==> config.mk <==
export PLATFORM = sky130hd
export DESIGN_NAME = svtu_ctrl
export DESIGN_NICKNAME = d
export VERILOG_FILES = /design/src/sv/svtu_pkg.sv /design/src/sv/svtu_ctrl.sv
export SDC_FILE = /design/constraint.sdc
export NUM_CORES = 1
export LEC_CHECK = 0
export BUFFER_PORTS_ARGS = -buffer_cell sky130_fd_sc_hd__buf_2
export CORE_MARGIN = 2
export CORE_UTILIZATION = 45
export DETAILED_ROUTE_END_ITERATION = 6
export PLACE_DENSITY = 0.71
export SETUP_SLACK_MARGIN = 0.5
export SLEW_MARGIN = 40
export SYNTH_ARGS = -nofsm -noshare
export SYNTH_HDL_FRONTEND = slang
export SYNTH_SLANG_ARGS = --single-unit
==> constraint.sdc <==
create_clock -name clk -period 2.8 [get_ports clk]
set_clock_uncertainty 0.15 [all_clocks]
set_input_delay 0.56 -clock clk [delete_from_list [all_inputs] [get_ports clk]]
set_output_delay 0.56 -clock clk [all_outputs]
set_load 0.02 [all_outputs]
==> src/sv/svtu_pkg.sv <==
`timescale 1ns / 1ps
// ============================================================================
// svtu_pkg
// Shared constants, codes and control types of the subscale velocity time
// update unit.
// ============================================================================
package svtu_pkg;

    localparam int FRAC_BITS  = 16;
    localparam int MAX_POINTS = 32;
    localparam int MAX_DIMS   = 3;
    localparam int ENTRIES    = MAX_DIMS * MAX_POINTS;
    localparam int ADDR_W     = $clog2(ENTRIES);

    localparam int WORD_W  = 32;
    localparam int DIR_W   = 2;
    localparam int PT_W    = 5;
    localparam int ND_W    = 2;
    localparam int NP_W    = 6;
    localparam int ALPHA_W = 17;
    localparam int IGD_W   = 31;
    localparam int OPND_W  = WORD_W + 1;
    localparam int PROD_W  = 2 * OPND_W;
    localparam int ACC_W   = PROD_W + 1;

    // input and output stream layout
    localparam int IN_DATA_W  = 136;
    localparam int OUT_DATA_W = 64;

    // configuration port
    localparam int CFG_IDX_W = 3;
    localparam int CFG_W     = 32;
    localparam logic [CFG_IDX_W-1:0] CFG_NUM_DIMS     = 3'd0;
    localparam logic [CFG_IDX_W-1:0] CFG_NUM_POINTS   = 3'd1;
    localparam logic [CFG_IDX_W-1:0] CFG_ALPHA_F      = 3'd2;
    localparam logic [CFG_IDX_W-1:0] CFG_INV_GAMMA_DT = 3'd3;
    localparam logic [CFG_IDX_W-1:0] CFG_GAMMA_RATIO  = 3'd4;

    localparam logic [ND_W-1:0]    RST_NUM_DIMS     = 2'd3;
    localparam logic [NP_W-1:0]    RST_NUM_POINTS   = 6'd8;
    localparam logic [ALPHA_W-1:0] RST_ALPHA_F      = 17'd65536;
    localparam logic [IGD_W-1:0]   RST_INV_GAMMA_DT = 31'd65536;
    localparam logic [WORD_W-1:0]  RST_GAMMA_RATIO  = 32'd65536;

    // 1.0 in the fixed-point format, as a multiplier operand
    localparam logic signed [OPND_W-1:0] ONE_FIX = OPND_W'(1) << FRAC_BITS;

    // product terms fed to the shared multiplier
    localparam int TERM_W = 3;
    localparam logic [TERM_W-1:0] TERM_F_OLD = 3'd0; // factor_old * old
    localparam logic [TERM_W-1:0] TERM_F_ACC = 3'd1; // factor_acc * acc
    localparam logic [TERM_W-1:0] TERM_F_RES = 3'd2; // -factor_res * residual
    localparam logic [TERM_W-1:0] TERM_B_NEW = 3'd3; // alpha_f * new
    localparam logic [TERM_W-1:0] TERM_B_OLD = 3'd4; // (1 - alpha_f) * old
    localparam logic [TERM_W-1:0] TERM_C_NEW = 3'd5; // new * inv_gamma_dt
    localparam logic [TERM_W-1:0] TERM_C_OLD = 3'd6; // -old * inv_gamma_dt
    localparam logic [TERM_W-1:0] TERM_C_ACC = 3'd7; // -acc * gamma_ratio

    typedef enum logic [1:0] {
        PH_NV  = 2'd0,
        PH_BV  = 2'd1,
        PH_ACC = 2'd2
    } phase_t;

    typedef struct packed {
        logic [ND_W-1:0]    num_dims;
        logic [NP_W-1:0]    num_points;
        logic [ALPHA_W-1:0] alpha_f;
        logic [IGD_W-1:0]   inv_gamma_dt;
        logic [WORD_W-1:0]  gamma_ratio;
        logic               clear;
    } cfg_t;

    typedef struct packed {
        logic              start;
        logic              rd_en;
        logic              mul_en;
        logic [TERM_W-1:0] term;
        logic              acc_en;
        logic              acc_first;
        logic              round_en;
        phase_t            round_kind;
        logic              sweep_adv;
        logic              out_load;
        logic              out_zero;
    } cmd_t;

    typedef struct packed {
        logic in_commit;
        logic in_go;
        logic sweep_last;
        logic out_hold;
    } sts_t;

endpackage

==> src/sv/svtu_ctrl.sv <==
`timescale 1ns / 1ps
// ============================================================================
// svtu_ctrl
// Sequencer: fetches an entry, steps the shared multiplier through the terms
// of each sum, rounds, and walks the store during a commit sweep.
// ============================================================================
module svtu_ctrl (
    input  logic           clk,
    input  logic           rst_n,
    input  logic           s_tvalid,
    output logic           s_tready,
    input  svtu_pkg::sts_t sts,
    output svtu_pkg::cmd_t cmd
);

    typedef enum logic [4:0] {
        ST_IDLE   = 5'b00001,
        ST_FETCH  = 5'b00010,
        ST_MAC    = 5'b00100,
        ST_ROUND  = 5'b01000,
        ST_FINISH = 5'b10000
    } state_t;

    state_t            state_reg, state_next;
    svtu_pkg::phase_t  phase_reg, phase_next;
    logic [1:0]        t_reg, t_next;
    logic              zero_reg, zero_next;

    logic [1:0]                  nterms;
    logic [svtu_pkg::TERM_W-1:0] base;

    always_comb
    begin
        unique case (phase_reg)
            svtu_pkg::PH_NV:
            begin
                base   = svtu_pkg::TERM_F_OLD;
                nterms = 2'd3;
            end
            svtu_pkg::PH_BV:
            begin
                base   = svtu_pkg::TERM_B_NEW;
                nterms = 2'd2;
            end
            default:
            begin
                base   = svtu_pkg::TERM_C_NEW;
                nterms = 2'd3;
            end
        endcase
    end

    assign s_tready = (state_reg == ST_IDLE);

    always_comb
    begin
        state_next = state_reg;
        phase_next = phase_reg;
        t_next     = t_reg;
        zero_next  = zero_reg;
        cmd        = '0;
        cmd.term       = base + svtu_pkg::TERM_W'(t_reg);
        cmd.round_kind = phase_reg;
        cmd.out_zero   = zero_reg;

        unique case (state_reg)
            ST_IDLE:
            begin
                if (s_tvalid)
                begin
                    cmd.start = 1'b1;
                    zero_next = sts.in_commit || !sts.in_go;
                    priority if (!sts.in_go)
                        state_next = ST_FINISH;
                    else if (sts.in_commit)
                    begin
                        phase_next = svtu_pkg::PH_ACC;
                        state_next = ST_FETCH;
                    end
                    else
                    begin
                        phase_next = svtu_pkg::PH_NV;
                        state_next = ST_FETCH;
                    end
                end
            end
            ST_FETCH:
            begin
                cmd.rd_en  = 1'b1;
                t_next     = 2'd0;
                state_next = ST_MAC;
            end
            ST_MAC:
            begin
                // multiply term t while accumulating term t-1
                cmd.mul_en    = (t_reg < nterms);
                cmd.acc_en    = (t_reg != 2'd0);
                cmd.acc_first = (t_reg == 2'd1);
                if (t_reg == nterms)
                    state_next = ST_ROUND;
                else
                    t_next = t_reg + 2'd1;
            end
            ST_ROUND:
            begin
                cmd.round_en = 1'b1;
                unique case (phase_reg)
                    svtu_pkg::PH_NV:
                    begin
                        phase_next = svtu_pkg::PH_BV;
                        t_next     = 2'd0;
                        state_next = ST_MAC;
                    end
                    svtu_pkg::PH_BV:
                        state_next = ST_FINISH;
                    default:
                    begin
                        cmd.sweep_adv = 1'b1;
                        state_next    = sts.sweep_last ? ST_FINISH : ST_FETCH;
                    end
                endcase
            end
            ST_FINISH:
            begin
                // hold until the output register is free
                if (!sts.out_hold)
                begin
                    cmd.out_load = 1'b1;
                    state_next   = ST_IDLE;
                end
            end
            default:
                state_next = ST_IDLE;
        endcase
    end

    always_ff @(posedge clk or negedge rst_n)
    begin
        if (!rst_n)
        begin
            state_reg <= ST_IDLE;
            phase_reg <= svtu_pkg::PH_NV;
            t_reg     <= 2'd0;
            zero_reg  <= 1'b0;
        end
        else
        begin
            state_reg <= state_next;
            phase_reg <= phase_next;
            t_reg     <= t_next;
            zero_reg  <= zero_next;
        end
    end

    a_blend_then_finish: assert property (@(posedge clk) disable iff (!rst_n)
        (state_reg == ST_ROUND && phase_reg == svtu_pkg::PH_BV) |=> state_reg == ST_FINISH)
        else $error("blend rounding not followed by result hand-off");

    a_load_when_free: assert property (@(posedge clk) disable iff (!rst_n)
        cmd.out_load |-> !sts.out_hold)
        else $error("output register overwritten while still held");

    a_term_bound: assert property (@(posedge clk) disable iff (!rst_n)
        state_reg == ST_MAC |-> t_reg <= nterms)
        else $error("term counter ran past the sum");

endmodule

==> flow_metrics.env <==
export IMPL_status="complete, no violations"
export IMPL_diodes=0
export IMPL_synth_compound_area_share_pct=12.7
export IMPL_worstMarginPinSlew_ps=267
export IMPL_yosysSeqAreaShare_pct=36.5
export IMPL_clk_pin_slew_worst_paths_ps=70
export IMPL_avgSynthCellArea_um2=9.19
export IMPL_r2r_setup_slack_ps=1020
export IMPL_rsz0062_at_grt="yes"
export IMPL_drtIter0Drc=14
export IMPL_nFillCells=129
export IMPL_synth_simple_area_share_pct=27.4
export IMPL_htreeDepth=1
export IMPL_crit_fanout=2
export IMPL_synthFlopType="dfrtp_1"
export IMPL_syn_inst=75
export IMPL_power_density_nw_per_um2=987
export IMPL_rr_startpoint="phase_reg[1]"
export IMPL_synth_top_family_by_area="simple AND/OR/NAND/NOR gates"
export IMPL_power_leakage_uw=0.000468
export IMPL_final_cell_mix="buf_2, inv_1, nor2_1"
export IMPL_start_util_pct=46.9
export IMPL_dp_hpwl_mm=1.19
export IMPL_cts_root_buffer="clkbuf_4"
export IMPL_largest_reg_flops=5
export IMPL_critical_path_class="flip-flop to primary output"
export IMPL_wl_per_cell_um=13.6
export IMPL_maxCapViolations=0
export IMPL_crit_required_ps=2090
export IMPL_setup_violations=0
export IMPL_layout_min_cycle_time_ps=2430
export IMPL_synth_cell_types=36
export IMPL_dieArea_um2=1860
export IMPL_ys_ff_latch=10
export IMPL_final_common_cell="buf_2"
export IMPL_vias=641
export IMPL_die_y_um=43.1
export IMPL_grt_start_max_net_pins=11
export IMPL_synthAdderAreaFrac_pct=10.2
export IMPL_antenna_found_initial=0
export IMPL_min_delay_path_depth=2
export IMPL_ff2ff_path_depth=7
export IMPL_syn_nets=87
export IMPL_crit_path_end_kind="primary output"
export IMPL_cts_max_path_buffers=2
export IMPL_fin_tns_setup_ps=0
export IMPL_grt_first_pass_wirelength_mm=2.53
export IMPL_min_path_type="input port to flip-flop"
export IMPL_io_pins=22
export IMPL_slew_viol_final=0
export IMPL_drive_gt1_share_pct=51.5
export IMPL_drc=0
export IMPL_place_congestion=0.821
export IMPL_clk_latency_ps=270
export IMPL_final_nets=116
export IMPL_portBuffers=21
export IMPL_period_share_pct=86.6
export IMPL_timing_fmax_mhz=412
export IMPL_area_delta_synth_final_pct=36.7
export IMPL_timing_rr_end="t_reg[0]"
export IMPL_netlist_area_um2=689
export IMPL_first_pass_iters=4
export IMPL_core_um2=1470
export IMPL_cts_buffers=3
export IMPL_holdWs_ps=363
export IMPL_die_x_um=43.1
export IMPL_rows=14
export IMPL_wl_mm=1.62
export IMPL_endpoint="cmd[9]"
export IMPL_synth_mux_area_share_pct=1.45
export IMPL_grtUsageTotal_pct=18.5
export IMPL_final_antenna_net_count=0
export IMPL_ys_warn_count=0
export IMPL_start_kind="flip-flop"
export IMPL_crit_start="phase_reg[0]"
export IMPL_synth_edff_count=0
export IMPL_grt_pass1_vias=592
export IMPL_synthArstFlopShare_pct=100
export IMPL_peakVddDrop_mv=0.524
export IMPL_arrival_ps=1720
export IMPL_clock_sinks=10
export IMPL_cts_tree="built"
export IMPL_grt_overflow=0
export IMPL_synth_xor_area_share_pct=2.54
export IMPL_slew_headroom_pct=82.1
export IMPL_viasPerCell=5.39
export IMPL_finalHoldViolCount=0
[how the worst min path moves through the flow]
stage	slack, ps	startpoint	end
4_1_cts	370	sts[2]	zero_reg
5_1_grt	380	sts[2]	zero_reg
3_3_place_gp	280	rst_n	state_reg[1]
2_1_floorplan	110	rst_n	phase_reg[0]
3_5_place_dp	280	rst_n	state_reg[1]
6_report	360	sts[2]	zero_reg
[critical path, cell delays in order (launching register included)]
cell     delay (ps)
dfrtp_1         380
or2_4           270
ha_4            160
inv_2            50
fa_2            430
inv_2            60
buf_6           100
[where the power goes]
part	switching (uW)	internal (uW)
clock	52.8	79.1
sequential	68.5	196
combinational	286	247
[area by class of cell]
class                   count  area, um2  share of cell area [%]
inverters                  10       37.5                    3.98
clock buffers               4       36.3                    3.85
repair buffers             27        161                    17.1
flip-flops and latches     10        258                    27.4
well taps                  16       20.0                    2.12
multi-input cells          52        429                    45.6
[Yosys cell counts (2+ instances only)]
| library cell | n | area share [%] |
|---|---|---|
| inv_1 | 10 | 5.4 |
| nand3_1 | 2 | 1.5 |
| dfrtp_1 | 9 | 33 |
| nand2_1 | 5 | 2.7 |
| and3_1 | 2 | 1.8 |
| nand2b_1 | 2 | 1.8 |
| nor2_1 | 8 | 4.4 |
| and2_1 | 2 | 1.8 |
| xnor2_1 | 2 | 2.5 |
| ha_1 | 4 | 7.3 |
| o21ai_0 | 3 | 2.2 |
| buf_4 | 2 | 2.2 |
[logic make-up after synthesis]
kind of cell    after synthesis
flops                        10
mux                           1
simple gates                 32
xor+xnor                      2
compound gates               12
buf+inv                      13
fa+ha+maj                     5
[per-stage QoR]
stage          total power (uW)  instance area, um2  util (%)  worst slack, ps  cells
6_report                    929                 942      64.0              374    119
2_1_floorplan               600                 697         -              508     75
3_3_place_gp                684                 796      54.1              496    109
3_5_place_dp                703                 796      54.1              450    109
5_1_grt                     991                 942      64.0              313    119
4_1_cts                     888                 891      60.5              372    117
[per-layer routing]
layer	vias to the layer above	share of wire (%)	GRT usage, %
met3	5	3.6	3.40
met4	0	2.5	9.09
met5	-	0	0
met2	18	49	30.1
met1	306	45	23.3
li1	312	-	-
[timing repair]
| item | in CTS | in global routing |
|---|---|---|
| hold endpoints to repair | 9 | 0 |
| pin swaps | 2 | 3 |
| buffers inserted | 3 | 2 |
| hold buffers | 1 | 0 |
| setup endpoints to repair | 3 | 6 |
| gates resized for setup | 8 | 10 |
No activity file was read; power rests on OpenSTA's default activity.
